## src/rtl/core/ims_pkg.sv

```systemverilog
`timescale 1ns / 1ps
// ----------------------------------------------------------------------------
// ims_pkg
// Types and constants for the IRC message field splitter: phase codes,
// byte roles, error codes and the parse state and result records.
// ----------------------------------------------------------------------------
package ims_pkg;

  localparam logic [7:0] CH_COLON = 8'h3A;
  localparam logic [7:0] CH_SPACE = 8'h20;

  // Highest number of parameters a message may carry.
  localparam logic [3:0] PARAM_LIMIT = 4'd15;

  typedef enum logic [6:0] {
    PH_START       = 7'b0000001,
    PH_PREFIX      = 7'b0000010,
    PH_CMD_START   = 7'b0000100,
    PH_CMD         = 7'b0001000,
    PH_PARAM_START = 7'b0010000,
    PH_MIDDLE      = 7'b0100000,
    PH_TRAILING    = 7'b1000000
  } phase_t;

  typedef enum logic [2:0] {
    ROLE_DELIM    = 3'd0,
    ROLE_PREFIX   = 3'd1,
    ROLE_CMD      = 3'd2,
    ROLE_MIDDLE   = 3'd3,
    ROLE_TRAILING = 3'd4,
    ROLE_IGNORED  = 3'd5
  } role_t;

  typedef enum logic [2:0] {
    ERR_NONE         = 3'd0,
    ERR_EMPTY_PREFIX = 3'd1,
    ERR_NO_CMD       = 3'd2,
    ERR_EMPTY_CMD    = 3'd3,
    ERR_TOO_MANY     = 3'd4,
    ERR_EMPTY_PARAM  = 3'd5
  } err_t;

  typedef struct packed {
    phase_t     phase;
    logic [3:0] params_seen;
    err_t       err;
    logic       field_empty;
  } parse_state_t;

  typedef struct packed {
    role_t      role;
    logic [3:0] idx;
    err_t       err;
    logic       done;
    logic       ok;
    logic [3:0] count;
  } result_t;

  localparam parse_state_t STATE_RESET = '{
    phase:       PH_START,
    params_seen: 4'd0,
    err:         ERR_NONE,
    field_empty: 1'b1
  };

endpackage

```

## src/rtl/core/irc_message_field_splitter_unit.sv

```systemverilog
`timescale 1ns / 1ps
// ----------------------------------------------------------------------------
// irc_message_field_splitter_unit
// Tags each byte of an IRC message with its role, latches the first parse
// error and reports parameter count and status on the final byte.
//
//   Channel  Handshake           Beat contents
//   input    in_valid/in_ready   data_byte, end_of_message
//   output   out_valid/out_ready byte_role, param_index, error_code,
//                                message_done, message_ok, param_count
//
// Each beat is held in the input register and is then classified into the
// result register, from which its result is offered. One beat per cycle is
// sustained while the output is not stalled; the phase update is a single
// short step. Reset empties both registers and returns the parser to message
// start. A stall on the output backs up through the input register; the input
// keeps taking beats as long as either register has room.
// ----------------------------------------------------------------------------
module irc_message_field_splitter_unit
  import ims_pkg::*;
(
  input  logic       clk,
  input  logic       rst,
  input  logic       in_valid,
  output logic       in_ready,
  input  logic [7:0] data_byte,
  input  logic       end_of_message,
  output logic       out_valid,
  input  logic       out_ready,
  output logic [2:0] byte_role,
  output logic [3:0] param_index,
  output logic [2:0] error_code,
  output logic       message_done,
  output logic       message_ok,
  output logic [3:0] param_count
);

  logic         s1_valid;
  logic [7:0]   s1_byte;
  logic         s1_last;
  logic         s1_adv;
  parse_state_t state;
  parse_state_t state_next;
  result_t      res_next;
  result_t      res;

  assign s1_adv   = s1_valid && (!out_valid || out_ready);
  assign in_ready = !s1_valid || s1_adv;

  always_ff @(posedge clk) begin
    if (rst) begin
      s1_valid <= 1'b0;
    end else if (in_ready) begin
      s1_valid <= in_valid;
    end
  end

  always_ff @(posedge clk) begin
    if (in_valid && in_ready) begin
      s1_byte <= data_byte;
      s1_last <= end_of_message;
    end
  end

  ims_classify u_classify (
    .data_byte  (s1_byte),
    .last       (s1_last),
    .cur        (state),
    .state_next (state_next),
    .res        (res_next)
  );

  always_ff @(posedge clk) begin
    if (rst) begin
      state <= STATE_RESET;
    end else if (s1_adv) begin
      state <= state_next;
    end
  end

  always_ff @(posedge clk) begin
    if (rst) begin
      out_valid <= 1'b0;
    end else if (s1_adv) begin
      out_valid <= 1'b1;
    end else if (out_ready) begin
      out_valid <= 1'b0;
    end
  end

  always_ff @(posedge clk) begin
    if (s1_adv) begin
      res <= res_next;
    end
  end

  assign byte_role    = res.role;
  assign param_index  = res.idx;
  assign error_code   = res.err;
  assign message_done = res.done;
  assign message_ok   = res.ok;
  assign param_count  = res.count;

  // After the final byte of a message is classified the parser is at start.
  a_restart_after_last : assert property (@(posedge clk) disable iff (rst)
    (s1_adv && s1_last) |=> (state == STATE_RESET))
    else $error("parser not restarted after final byte");

  // A good-message flag only comes with the final byte and no error.
  a_ok_consistent : assert property (@(posedge clk) disable iff (rst)
    (out_valid && message_ok) |-> (message_done && error_code == ERR_NONE))
    else $error("message_ok without final byte or with error");

  // Once an error is latched, every byte of the message is ignored.
  a_error_ignores : assert property (@(posedge clk) disable iff (rst)
    (out_valid && error_code != ERR_NONE) |->
      (byte_role == ROLE_IGNORED && param_index == 4'd0))
    else $error("byte classified after error");

  // Parameter count is reported on the final byte only.
  a_count_on_last : assert property (@(posedge clk) disable iff (rst)
    (out_valid && !message_done) |-> (param_count == 4'd0 && !message_ok))
    else $error("status reported before final byte");

endmodule

```

## src/rtl/core/ims_classify.sv

```systemverilog
`timescale 1ns / 1ps
// ----------------------------------------------------------------------------
// ims_classify
// Combinational phase logic: classifies one byte against the current parse
// state and produces the result record and the next parse state.
// ----------------------------------------------------------------------------
module ims_classify
  import ims_pkg::*;
(
  input  logic [7:0]   data_byte,
  input  logic         last,
  input  parse_state_t cur,
  output parse_state_t state_next,
  output result_t      res
);

  parse_state_t nxt;
  role_t        role;
  logic [3:0]   idx;
  err_t         err_new;
  logic         is_space;
  logic         is_colon;

  assign is_space = (data_byte == CH_SPACE);
  assign is_colon = (data_byte == CH_COLON);

  always_comb begin
    nxt     = cur;
    role    = ROLE_IGNORED;
    idx     = 4'd0;
    err_new = ERR_NONE;
    if (cur.err == ERR_NONE) begin
      unique case (cur.phase)
        PH_PREFIX: begin
          if (is_space) begin
            if (cur.field_empty) begin
              err_new = ERR_EMPTY_PREFIX;
            end else begin
              role      = ROLE_DELIM;
              nxt.phase = PH_CMD_START;
              if (last) err_new = ERR_EMPTY_CMD;
            end
          end else begin
            role            = ROLE_PREFIX;
            nxt.field_empty = 1'b0;
            if (last) err_new = ERR_NO_CMD;
          end
        end
        PH_CMD_START: begin
          if (is_space) begin
            err_new = ERR_EMPTY_CMD;
          end else begin
            role      = ROLE_CMD;
            nxt.phase = PH_CMD;
          end
        end
        PH_CMD, PH_MIDDLE: begin
          if (is_space) begin
            // The limit check wins over the empty-parameter check.
            if (cur.params_seen >= PARAM_LIMIT) begin
              err_new = ERR_TOO_MANY;
            end else begin
              role      = ROLE_DELIM;
              nxt.phase = PH_PARAM_START;
              if (last) err_new = ERR_EMPTY_PARAM;
            end
          end else if (cur.phase == PH_CMD) begin
            role = ROLE_CMD;
          end else begin
            role = ROLE_MIDDLE;
            idx  = cur.params_seen - 4'd1;
          end
        end
        PH_PARAM_START: begin
          if (is_space) begin
            err_new = ERR_EMPTY_PARAM;
          end else if (is_colon) begin
            role            = ROLE_DELIM;
            nxt.params_seen = cur.params_seen + 4'd1;
            nxt.phase       = PH_TRAILING;
          end else begin
            role            = ROLE_MIDDLE;
            idx             = cur.params_seen;
            nxt.params_seen = cur.params_seen + 4'd1;
            nxt.phase       = PH_MIDDLE;
          end
        end
        PH_TRAILING: begin
          role = ROLE_TRAILING;
          idx  = cur.params_seen - 4'd1;
        end
        default: begin
          // Message start; codes outside the phase set land here as well.
          if (is_colon) begin
            role            = ROLE_DELIM;
            nxt.field_empty = 1'b1;
            nxt.phase       = PH_PREFIX;
            if (last) err_new = ERR_EMPTY_PREFIX;
          end else if (is_space) begin
            err_new = ERR_EMPTY_CMD;
          end else begin
            role      = ROLE_CMD;
            nxt.phase = PH_CMD;
          end
        end
      endcase
    end
    if (err_new != ERR_NONE) begin
      nxt.err = err_new;
      role    = ROLE_IGNORED;
      idx     = 4'd0;
    end

    res.role  = role;
    res.idx   = idx;
    res.err   = nxt.err;
    res.done  = last;
    res.ok    = last && (nxt.err == ERR_NONE);
    res.count = last ? nxt.params_seen : 4'd0;

    // The final byte of a message always returns the parser to its start.
    state_next = last ? STATE_RESET : nxt;
  end

endmodule

```

## config.mk

```make
export PLATFORM = sky130hd
export DESIGN_NAME = irc_message_field_splitter_unit
export DESIGN_NICKNAME = d
export VERILOG_FILES = /design/src/rtl/core/ims_pkg.sv /design/src/rtl/core/irc_message_field_splitter_unit.sv /design/src/rtl/core/ims_classify.sv
export SDC_FILE = /design/constraint.sdc
export NUM_CORES = 1
export LEC_CHECK = 0
export ABC_AREA = 0
export BUFFER_PORTS_ARGS = -buffer_cell sky130_fd_sc_hd__buf_2
export CORE_UTILIZATION = 35
export CTS_BUF_LIST = sky130_fd_sc_hd__clkbuf_2 sky130_fd_sc_hd__clkbuf_4 sky130_fd_sc_hd__clkbuf_8
export CTS_CLUSTER_SIZE = 20
export DETAILED_ROUTE_END_ITERATION = 10
export PLACE_DENSITY = 0.56
export SYNTH_ARGS = -nofsm -noshare
export SYNTH_HDL_FRONTEND = slang
export SYNTH_SLANG_ARGS = --single-unit
```

## constraint.sdc

```tcl
create_clock -name clk -period 4.1 [get_ports clk]
set_input_delay 0.41 -clock clk [delete_from_list [all_inputs] [get_ports clk]]
set_output_delay 0.41 -clock clk [all_outputs]
set_load 0.01 [all_outputs]
```

==> results of run 1 <==
sequential cells by signal (all words and copies together), names as in the netlist:
signal        cells
message_done      1
s1_byte           8
param_index       4
state            15
error_code        3
message_ok        1
s1_last           1
param_count       4
byte_role         3
s1_valid          1
out_valid         1
worst max-delay path: cells and delay by family, from the launching register on:
kind | cells | cell delay (ns)
simple gates | 3 | 1.22
flops | 1 | 0.55
compound gates | 3 | 0.65
final cells by class:
type,count,area share
clock buffer,6,0.03153
sequential,42,0.4166
tap,77,0.03679
inverter,9,0.01290
multi-input combinational,183,0.4343
timing repair buffer,32,0.06307
clock inverter,2,0.004778
per-layer routing:
layer  up-vias  GRT usage  routed length (microns)
met1       928     0.2222                     2609
met4         0    0.05085                       75
met5         -          0                        0
met2        43     0.2639                     2551
li1        998          -                        -
met3         5    0.03561                      231
power by group through the flow:
stage	combinational [W]	clock, W	sequential, W
after detailed placement	0.0000725	0	0.000483
after global placement	0.0000729	0	0.000483
after global routing	0.0000801	0.000310	0.000476
final	0.0000726	0.000280	0.000474
after floorplan	0.0000443	0	0.000484
after CTS	0.0000728	0.000291	0.000474
metrics by stage:
stage	cell area, sq um	std cells
4_1_cts	2619	351
2_1_floorplan	2328	249
3_3_place_gp	2524	343
5_1_grt	2619	351
3_5_place_dp	2524	343
6_report	2619	351
final timing paths:
| path | to | slack [ns] | cells past startpoint |
|---|---|---|---|
| hold reg to reg | out_valid | 0.52 | 2 |
| setup reg to reg | byte_role[0] | 1.41 | 6 |
| hold / removal | s1_byte[2] | 0.29 | 1 |
| setup / recovery | byte_role[0] | 1.41 | 6 |
cell families (layout without fill, tap and decap cells):
kind of cell               after synthesis  count (layout)
AOI/OAI and AO/OA                       64              64
xor gates and xnor gates                 6               6
adders and majority gates                2               2
buffers and inverters                   24              49
DFF                                     42              42
muxes                                    1               1
and+or+nand+nor                        110             110
cell usage in the layout (no fill, tap or decap), types with 3 or more instances in the layout:
cell and n:
a21oi_1 14, a31oi_1 6, a32oi_1 3, and3_1 5, buf_2 30, clkbuf_8 6
dfxtp_1 17, edfxtp_1 25, inv_1 9, nand2_1 25, nand2b_1 3, nand3_1 16
nor2_1 16, nor2b_1 3, nor3_1 12, nor4_1 8, o21ai_0 11, or3_1 6
or4b_2 3, xnor2_1 3, xor2_1 3
==> Implementation_results.wiki, run 1 <==
{| class="wikitable"
! Metric !! Value
|-
| Proportion of layout cells with a drive suffix above 1 || 0.1861
|-
| RSZ-0062 raised after global routing || no
|-
| Largest net degree at the start of global routing || 22
|-
| Clock H-tree levels || 2
|-
| Area share of and/or/nand/nor cells after synthesis || 0.2569
|-
| Count of boundary I/O pins || 31
|-
| Switching Power || 0.0002013 W
|-
| Clock Tree Buf Depth || 2
|-
| Max Clk Rate || 372.1 MHz
|-
| Via count of the first global-routing pass || 1780
|-
| Max Cap Violations || 0
|-
| Residual DRC || 0
|-
| Unique cell type count in the Yosys netlist || 55
|-
| Gates resized, CTS repair || 0
|-
| Critical Path, Cell by Cell || or4b_2, o211a_2, o211a_1, a21oi_1, nand2_1, or3_1
|-
| Critical setup path kind || reg2reg
|-
| Slowest-stage cell, CP || or4b_2
|-
| Setup WS pre-CTS || 1.465 ns
|-
| Clock latency at the later pin of the worst-skew pair || 0.30 ns
|-
| Critical R2R Launch || state[10]
|-
| Post-CTS setup buffer count || 0
|-
| Area share of the largest cell type after synthesis || 0.3224
|-
| Clock power share || 0.339
|-
| Sequential fraction of design power || 0.573
|-
| Initial cell density of the core || 0.3646
|-
| Worst Path Required || 4.14 ns
|-
| Static Leak || 0.9017 nW
|-
| Iteration count of the initial detailed-routing pass || 4
|-
| Top FF cell, synth || edfxtp_1
|-
| Number of nets in the synthesized netlist || 264
|-
| Final setup margin || 1.412 ns
|-
| Share of total power consumed by net switching || 0.2437
|-
| Post-DP HPWL || 4.007 mm
|-
| Leading cell types by total area after synthesis || edfxtp_1 32%, dfxtp_1 15%, nand2_1 4.0%, nand3_1 3.4%, a21oi_1 3.0%
|-
| Worst hold-check path type || in2reg
|-
| Final hold vios || 0
|-
| Core Region || 0.006386 sq mm
|-
| Synth Register Bits || 42
|-
| Final min period || 2.688 ns
|-
| Footprint of the multi-input gates || 0.001137 sq mm
|-
| Initial detailed-routing violation count || 158
|-
| Sort of element at the end of the critical path || flop
|-
| Clk sink count || 42
|-
| Leftover overflow at the end of global routing || 0
|-
| Combined flip-flop and latch cell area || 0.001091 sq mm
|-
| Sequential cell area fraction in the yosys report || 0.4686
|-
| Overall power || 0.0008262 W
|-
| Cell type contributing the most total cell area after synthesis || edfxtp_1
|-
| CP max stage delay || 0.62 ns
|-
| Post-Route Setup TNS || 0 ns
|-
| Buffer type at the clock tree root || clkbuf_8
|-
| Routed wire length || 5.467 mm
|-
| Die area || 0.006983 sq mm
|-
| Post-synthesis async set-or-reset flop share || 0
|-
| Number of instances in the synthesized netlist || 249
|-
| Detail Route Antenna Nets || 0
|-
| Mux share of post-synthesis cell area || 0.004299
|-
| Hold Crit Start || data_byte[2]
|-
| Complex-gate fraction of the synthesized area || 0.1940
|-
| Syn. warnings || 0
|-
| Total via count in the routed design || 1974
|-
| # fillers || 648
|-
| Number of enable flip-flop cells after synthesis || 25
|-
| Maximum ir drop on the vdd rail || 0.0001622 V
|-
| Average cell area after synthesis || 9.351 sq um
|-
| Post-detailed-route wirelength per cell || 15.58 microns
|-
| Comb power frac || 0.088
|-
| CTS tree || yes
|-
| First-pass GRT wire length || 9.101 mm
|-
| Worst hold slack || 0.2861 ns
|-
| Largest fanout of any net on the critical path || 12
|-
| Via count normalized by instance count || 5.624
|-
| Final RePlAce weighted congestion || 0.9378
|-
| Number of CTS-inserted buffers || 5
|-
| Chip height || 83.57 microns
|-
| Main combinational cell family by area after synthesis || simple AND/OR/NAND/NOR gates
|-
| Setup violations, final || 0
|-
| Synthesized cell area || 0.002328 sq mm
|-
| Port-buffer cells || 30
|-
| Worst-Margin Slew || 0.7217 ns
|-
| Pwr/cell area || 315.5 mW/mm^2
|-
| Layout overhead on the synthesized area || 12.47%
|-
| Inserted Diodes || 0
|-
| Total global-route track usage || 0.1648
|-
| Final setup skew || 0.008256 ns
|-
| Antenna violations before repair || 0
|-
| Type of element launching the critical path || flop
|-
| Final core area utilization || 0.4101
|-
| Internal power contribution || 0.0006249 W
|-
| Critical path startpoint || state[10]
|-
| Hold buffer count at CTS || 0
|-
| Width of the die || 83.57 microns
|-
| Slew Limit Fails || 0
|-
| Status || completed
|-
| List of most frequent post-synthesis cells || 25 x edfxtp_1, 25 x nand2_1, 17 x dfxtp_1
|-
| Net total in the final layout || 288
|-
| Number of cell rows || 29
|-
| Post-Synth Adder-Cell Area || 0.01075
|-
| Post-CTS clock slew at the launch and capture registers of the worst setup and hold paths || 0.08 ns
|-
| Worst slew margin || 0.5152
|-
| WP data arrival || 2.73 ns
|-
| Post-Synth XOR/XNOR Area || 0.02257
|-
| Share of the cycle needed by the critical path after routing || 0.6555
|}
No activity file was read; power rests on OpenSTA's default activity.
==> inputs of run 2 (changes only) <==
==> constraint.sdc (replaced) <==
create_clock -name clk -period 2.6 [get_ports clk]
set_input_delay 0.26 -clock clk [delete_from_list [all_inputs] [get_ports clk]]
set_output_delay 0.26 -clock clk [all_outputs]
set_load 0.01 [all_outputs]
==> run 2 against run 1 <==
  * Non-clock buffer count grew 19
  * Via count increased by 4.1%
  * Register-to-register slack worse by 1.3 ns
  * Count of clock-buffer cells in the layout unchanged
  * Critical endpoint unchanged
  * Sequential share of layout area is 2.2 points lower
  * Largest cell class unchanged
  * Die area did not move
  * Wire length is 0.62% higher
  * Hold slack worse by 0.15 ns
  * Fmax rose by 8.9%
==> Implementation_results.wiki, run 2 (synthesis gave the netlist of run 1 again) <==
{| class="wikitable"
! Metric !! Value
|-
| Final setup margin || 0.1311 ns (-1.281 ns)
|-
| Critical path startpoint || state[11]
|-
| Final min period || 2.469 ns (-0.2187 ns)
|-
| Comb power frac || 0.095 (+0.007)
|-
| Layout overhead on the synthesized area || 18.59%
|-
| Internal power contribution || 0.0009785 W (+57%)
|-
| Slowest-stage cell, CP || or4b_2
|-
| Proportion of layout cells with a drive suffix above 1 || 0.2423 (+0.05619)
|-
| Non-filler cells in the finished layout || 370 (+5.4%)
|-
| Worst-case reg-to-reg path depth || 6 (unchanged)
|-
| Number of cell rows || 29 (unchanged)
|-
| Post-detailed-route wirelength per cell || 14.87 microns (-4.5%)
|-
| Count of boundary I/O pins || 31 (unchanged)
|-
| Overall power || 0.001293 W (+57%)
|-
| Sort of element at the end of the critical path || flop
|-
| Critical Path, Cell by Cell || or4b_2, o211a_2, o211a_1, a21oi_1, nand2_1, or3_1
|-
| Inserted Diodes || 0 (unchanged)
|-
| Via count normalized by instance count || 5.551 (-1.3%)
|-
| Share of the cycle needed by the critical path after routing || 0.9496 (+0.2941)
|-
| Detail Route Antenna Nets || 0 (unchanged)
|-
| Maximum ir drop on the vdd rail || 0.0002297 V (+42%)
|-
| Iteration count of the initial detailed-routing pass || 4 (unchanged)
|-
| Critical path's top delay family || simple AND/OR/NAND/NOR gates
|-
| Status || completed
|-
| Type of element launching the critical path || flop
|-
| Via count of the first global-routing pass || 1925 (+8.1%)
|-
| Number of CTS-inserted buffers || 5 (unchanged)
|-
| Worst path depth || 6 (unchanged)
|-
| Max reg flops || 15 (unchanged)
|-
| Clock H-tree levels || 2 (unchanged)
|-
| Setup WS pre-CTS || 0.1539 ns (-1.311 ns)
|-
| WP data arrival || 2.52 ns (-0.21 ns)
|-
| Final hold vios || 0 (unchanged)
|-
| Initial detailed-routing violation count || 120 (-24%)
|-
| Worst R2R Setup Slack || 0.13 ns (-1.28 ns)
|-
| Total global-route track usage || 0.1665 (+0.001753)
|-
| Sequential fraction of design power || 0.576 (+0.003)
|-
| Worst slew margin || 0.5558 (+0.04062)
|-
| Slew Limit Fails || 0 (unchanged)
|-
| Pwr/cell area || 468.3 mW/mm^2 (+48%)
|-
| Residual DRC || 0 (unchanged)
|-
| CTS tree || yes
|-
| Port-buffer cells || 30 (unchanged)
|-
| Post-CTS clock slew at the launch and capture registers of the worst setup and hold paths || 0.08 ns (about the same)
|-
| Max Cap Violations || 0 (unchanged)
|-
| Most frequent cells in the layout || 30 x buf_2, 25 x nand2_1, 25 x edfxtp_1
|-
| Clk sink count || 42 (unchanged)
|-
| Net total in the final layout || 307 (+6.6%)
|-
| Final setup skew || 0.006596 ns (-0.001660 ns)
|-
| Largest registers || state: 15 flops, s1_byte: 8 flops
|-
| Max Clk Rate || 405.0 MHz (+8.9%)
|-
| Share of total power consumed by net switching || 0.2433 (-0.0003169)
|-
| Leftover overflow at the end of global routing || 0 (unchanged)
|-
| Critical R2R Launch || state[11]
|-
| Buffer type at the clock tree root || clkbuf_8
|-
| Core Region || 0.006386 sq mm (unchanged)
|-
| Destination of the critical timing path || byte_role[0]
|-
| Worst Path Required || 2.65 ns (-1.49 ns)
|-
| Largest net degree at the start of global routing || 22 (unchanged)
|-
| Worst hold-check path type || in2reg
|-
| Antenna violations before repair || 0 (unchanged)
|-
| # fillers || 655 (+1.1%)
|-
| Setup violations, final || 0 (unchanged)
|-
| CP max stage delay || 0.67 ns (+0.05 ns)
|-
| Post-Route Setup TNS || 0 ns (unchanged)
|-
| FF-to-FF End || byte_role[0]
|-
| Buffer and inverter count on the worst path || 0 (unchanged)
|-
| Clock power share || 0.329 (-0.010)
|-
| Largest fanout of any net on the critical path || 7 (-5)
|-
| Final RePlAce weighted congestion || 0.8647 (-7.8%)
|-
| Post-CTS setup buffer count || 0 (unchanged)
|-
| Die area || 0.006983 sq mm (unchanged)
|-
| Clock Tree Buf Depth || 2 (unchanged)
|-
| Leading cell type in the layout, fill and taps excluded || buf_2
|-
| Register bank with the most flops || state
|-
| Number of placed instances, taps included || 362 (+5.5%)
|-
| Switching Power || 0.0003147 W (+56%)
|-
| Initial cell density of the core || 0.3646 (unchanged)
|-
| Routed wire length || 5.501 mm (+0.62%)
|-
| Width of the die || 83.57 microns (unchanged)
|-
| RSZ-0062 raised after global routing || no
|-
| Total via count in the routed design || 2054 (+4.1%)
|-
| Static Leak || 1.004 nW (+11%)
|-
| Chip height || 83.57 microns (unchanged)
|-
| Worst-Margin Slew || 0.6604 ns (-0.06131 ns)
|-
| Post-DP HPWL || 4.180 mm (+4.3%)
|-
| First-pass GRT wire length || 9.294 mm (+2.1%)
|-
| Clock latency at the later pin of the worst-skew pair || 0.30 ns (about the same)
|-
| Critical setup path kind || reg2reg
|}
run 2: changes by cell type in the layout (fill, tap and decap cells not counted):
cell,delta
or3_4,+1
or3_1,-1
clkbuf_8,-1
clkbuf_4,+1
buf_4,+19
clkinv_4,+1
clkinvlp_4,-1
run 2: worst register-to-register path, stage by stage, from the launching register on:
cell and delay (ns):
dfxtp_1 0.35, or4b_2 0.67, o211a_2 0.18, o211a_1 0.26, a21oi_1 0.18, nand2_1 0.18
or3_1 0.40
run 2: power groups by stage:
stage / clock (W) / sequential [W] / combinational [W]
final: 0.000425 / 0.000745 / 0.000123
after global routing: 0.000473 / 0.000748 / 0.000135
after CTS: 0.000442 / 0.000745 / 0.000123
after detailed placement: 0 / 0.000760 / 0.000122
after global placement: 0 / 0.000760 / 0.000122
after floorplan: 0 / 0.000763 / 0.0000699
run 2: area by class of cell:
class / instances / area [sq um] / share of cell area
clock buffer: 6 / 76.32 / 0.02764
clock inverter: 2 / 13.76 / 0.004984
inverter: 9 / 33.78 / 0.01223
multi-input combinational: 183 / 1142 / 0.4137
sequential: 42 / 1091 / 0.3951
tap: 77 / 96.34 / 0.03489
timing repair buffer: 51 / 307.8 / 0.1115
run 2: per-layer routing:
layer / routed length, microns / global-route usage
met1: 2617 / 0.2245
met2: 2516 / 0.2594
met3: 243 / 0.03561
met4: 124 / 0.06780
met5: 0 / 0
run 2: repair_timing:
item,in CTS,in global routing
setup endpoints to repair,0,1
hold buffers,0,0
gates resized for setup,0,1
run 2: worst min path at each step:
stage	start	end	slack (ns)	depth (start not counted)
after detailed placement	data_byte[2]	s1_byte[2]	0.44	1
after global placement	data_byte[3]	s1_byte[3]	0.44	1
after CTS	data_byte[7]	s1_byte[7]	0.13	1
final	data_byte[7]	s1_byte[7]	0.13	1
after floorplan	data_byte[0]	s1_byte[0]	0.36	0
after global routing	data_byte[7]	s1_byte[7]	0.11	1
run 2: stage by stage:
step	cell area (sq um)	utilization	hold WS [ns]
2_1_floorplan	2328	-	0.3589
3_3_place_gp	2666	0.4175	0.4364
3_5_place_dp	2666	0.4175	0.4381
4_1_cts	2756	0.4316	0.1261
5_1_grt	2761	0.4324	0.1147
6_report	2761	0.4324	0.1316
==> inputs of run 3 (changes only) <==
--- a/config.mk
+++ b/config.mk
@@ -6,12 +6,13 @@
 export NUM_CORES = 1
 export LEC_CHECK = 0
 export ABC_AREA = 0
+export ABC_CLOCK_PERIOD_IN_PS = 2600
 export BUFFER_PORTS_ARGS = -buffer_cell sky130_fd_sc_hd__buf_2
-export CORE_UTILIZATION = 35
+export CORE_UTILIZATION = 55
 export CTS_BUF_LIST = sky130_fd_sc_hd__clkbuf_2 sky130_fd_sc_hd__clkbuf_4 sky130_fd_sc_hd__clkbuf_8
 export CTS_CLUSTER_SIZE = 20
 export DETAILED_ROUTE_END_ITERATION = 10
-export PLACE_DENSITY = 0.56
+export PLACE_DENSITY = 0.8
 export SYNTH_ARGS = -nofsm -noshare
 export SYNTH_HDL_FRONTEND = slang
 export SYNTH_SLANG_ARGS = --single-unit
==> run 3 against run 2 <==
  * Clock power up 4%
  * Sequential cell count unchanged
  * Hold slack about the same
  * Wire length up 4.6%
  * Highest routed layer unchanged
==> Implementation_results.wiki, run 3 (synthesis gave the netlist of run 1 again) <==
{| class="wikitable"
! Metric !! Value
|-
| Status || completed
|-
| Leftover overflow at the end of global routing || 0 (unchanged)
|-
| Antenna violations before repair || 0 (unchanged)
|-
| Largest fanout of any net on the critical path || 7 (unchanged)
|-
| Via count of the first global-routing pass || 1892 (-1.7%)
|-
| RSZ-0062 raised after global routing || no
|-
| Max Clk Rate || 394.7 MHz (-2.6%)
|-
| Width of the die || 67.07 microns (-20%)
|-
| Via count normalized by instance count || 6.413 (+16%)
|-
| Slew Limit Fails || 0 (unchanged)
|-
| Residual DRC || 0 (unchanged)
|-
| Leading cell type in the layout, fill and taps excluded || buf_2
|-
| Core Region || 0.004029 sq mm (-37%)
|-
| Combined flip-flop and latch cell area || 0.001091 sq mm (unchanged)
|-
| Final RePlAce weighted congestion || 0.9614 (+11%)
|-
| Clock Tree Buf Depth || 2 (unchanged)
|-
| Layout overhead on the synthesized area || 17.52%
|-
| # fillers || 330 (-50%)
|-
| Number of cell rows || 23 (-21%)
|-
| Initial detailed-routing violation count || 236 (+97%)
|-
| Net total in the final layout || 305 (-0.65%)
|-
| Post-DP HPWL || 4.086 mm (-2.3%)
|-
| Type of element launching the critical path || flop
|-
| Proportion of layout cells with a drive suffix above 1 || 0.2371 (-0.005207)
|-
| Clock H-tree levels || 2 (unchanged)
|-
| Post-Route Setup TNS || 0 ns (unchanged)
|-
| Final setup skew || 0.007129 ns (+0.0005331 ns)
|-
| Buffer type at the clock tree root || clkbuf_8
|-
| Sort of element at the end of the critical path || flop
|-
| Share of the cycle needed by the critical path after routing || 0.9744 (+0.02485)
|-
| Grt met3 use || 0.06678 (+0.03117)
|-
| Routed wire length || 5.752 mm (+4.6%)
|-
| Most frequent cells in the layout || 30 x buf_2, 25 x nand2_1, 25 x edfxtp_1
|-
| Largest net degree at the start of global routing || 22 (unchanged)
|-
| Worst-Margin Slew || 0.6409 ns (-0.01953 ns)
|-
| Footprint of the multi-input gates || 0.001169 sq mm (+2.3%)
|-
| Static Leak || 0.9952 nW (-0.90%)
|-
| Worst hold-check path type || in2reg
|-
| Iteration count of the initial detailed-routing pass || 6 (+2)
|-
| Largest registers || state: 15 flops, s1_byte: 8 flops
|-
| Chip height || 67.07 microns (-20%)
|-
| Max Cap Violations || 0 (unchanged)
|-
| Final min period || 2.534 ns (+0.06462 ns)
|-
| First-pass GRT wire length || 9.059 mm (-2.5%)
|-
| Clock latency at the later pin of the worst-skew pair || 0.30 ns (about the same)
|-
| CTS tree || yes
|-
| Worst Path Required || 2.82 ns (+0.17 ns)
|-
| Maximum ir drop on the vdd rail || 0.0003633 V (+58%)
|-
| Detail Route Antenna Nets || 0 (unchanged)
|-
| Number of CTS-inserted buffers || 5 (unchanged)
|-
| Max reg flops || 15 (unchanged)
|-
| Total global-route track usage || 0.2786 (+0.1120)
|-
| Count of boundary I/O pins || 31 (unchanged)
|-
| Initial cell density of the core || 0.5780 (+0.2133)
|-
| Standard cell area after detailed placement || 0.002603 sq mm (-2.4%)
|-
| Setup violations, final || 0 (unchanged)
|-
| Final Cell Area || 0.002736 sq mm (-0.91%)
|-
| Hold buffer count at CTS || 0 (unchanged)
|-
| Clk sink count || 42 (unchanged)
|-
| Final hold vios || 0 (unchanged)
|-
| Pwr/cell area || 480.2 mW/mm^2 (+2.5%)
|-
| Met1 track demand over resource || 0.3648 (+0.1403)
|-
| WP data arrival || 2.76 ns (+0.24 ns)
|-
| Post-CTS clock slew at the launch and capture registers of the worst setup and hold paths || 0.08 ns (about the same)
|-
| Total via count in the routed design || 2187 (+6.5%)
|-
| Register bank with the most flops || state
|-
| Worst slew margin || 0.5718 (+0.01606)
|-
| Critical setup path kind || reg2reg
|-
| Gr busiest metal || met2
|-
| GR Util met2 || 0.4200 (+0.1606)
|-
| Inserted Diodes || 0 (unchanged)
|-
| Post-detailed-route wirelength per cell || 16.87 microns (+13%)
|-
| Die area || 0.004498 sq mm (-36%)
|-
| Port-buffer cells || 30 (unchanged)
|}
==> run 3: worst max-delay path, stage by stage (launching register included) <==
cell and delay, ns:
edfxtp_1 0.43, or4b_4 0.58, or3_1 0.45, o21a_4 0.27
nor4b_4 0.38, nand3_1 0.14, a31oi_1 0.20
==> run 3: final timing paths <==
path	startpoint	end	slack (ns)	depth (start not counted)
max	s1_byte[6]	state[12]	0.07	6
max reg2reg	s1_byte[6]	state[12]	0.07	6
min	data_byte[2]	s1_byte[2]	0.13	1
min reg2reg	out_valid	out_valid	0.52	2
==> run 3: what timing repair did <==
action | CTS | global route
setup endpoints to repair | 0 | 9
resized for setup | 0 | 4
buffers inserted | 0 | 1
hold endpoints to repair | 0 | 0
==> run 3: layout make-up <==
type | count | share of cell area
multi-input cells | 184 | 0.4271
clock buffers | 6 | 0.03018
clock inverters | 2 | 0.004572
inverters | 9 | 0.01235
flip-flops and latches | 42 | 0.3987
repair buffers | 48 | 0.1043
well taps | 50 | 0.02286
==> run 3: per-layer routing <==
metal | vias to the layer above | wire length (microns)
met4 | 0 | 256
met2 | 130 | 2580
met5 | - | 0
met3 | 29 | 549
met1 | 997 | 2366
li1 | 1031 | -
==> run 3: through the flow <==
step,worst slack [ns],hold slack [ns],util,total power (W),cells
floorplan,0.1932,0.3589,-,0.0008328,249
global placement,0.1475,0.4369,0.6460,0.0008765,331
detailed placement,0.03712,0.4383,0.6460,0.0008801,331
CTS,0.01267,0.1224,0.6696,0.001311,339
global route,0.004215,0.1166,0.6792,0.001362,341
finish,0.06643,0.1317,0.6792,0.001314,341
==> run 3: power breakdown <==
part	internal, W	switching (W)
combinational	0.0000514	0.0000769
sequential	0.000729	0.0000170
clock	0.000213	0.000226
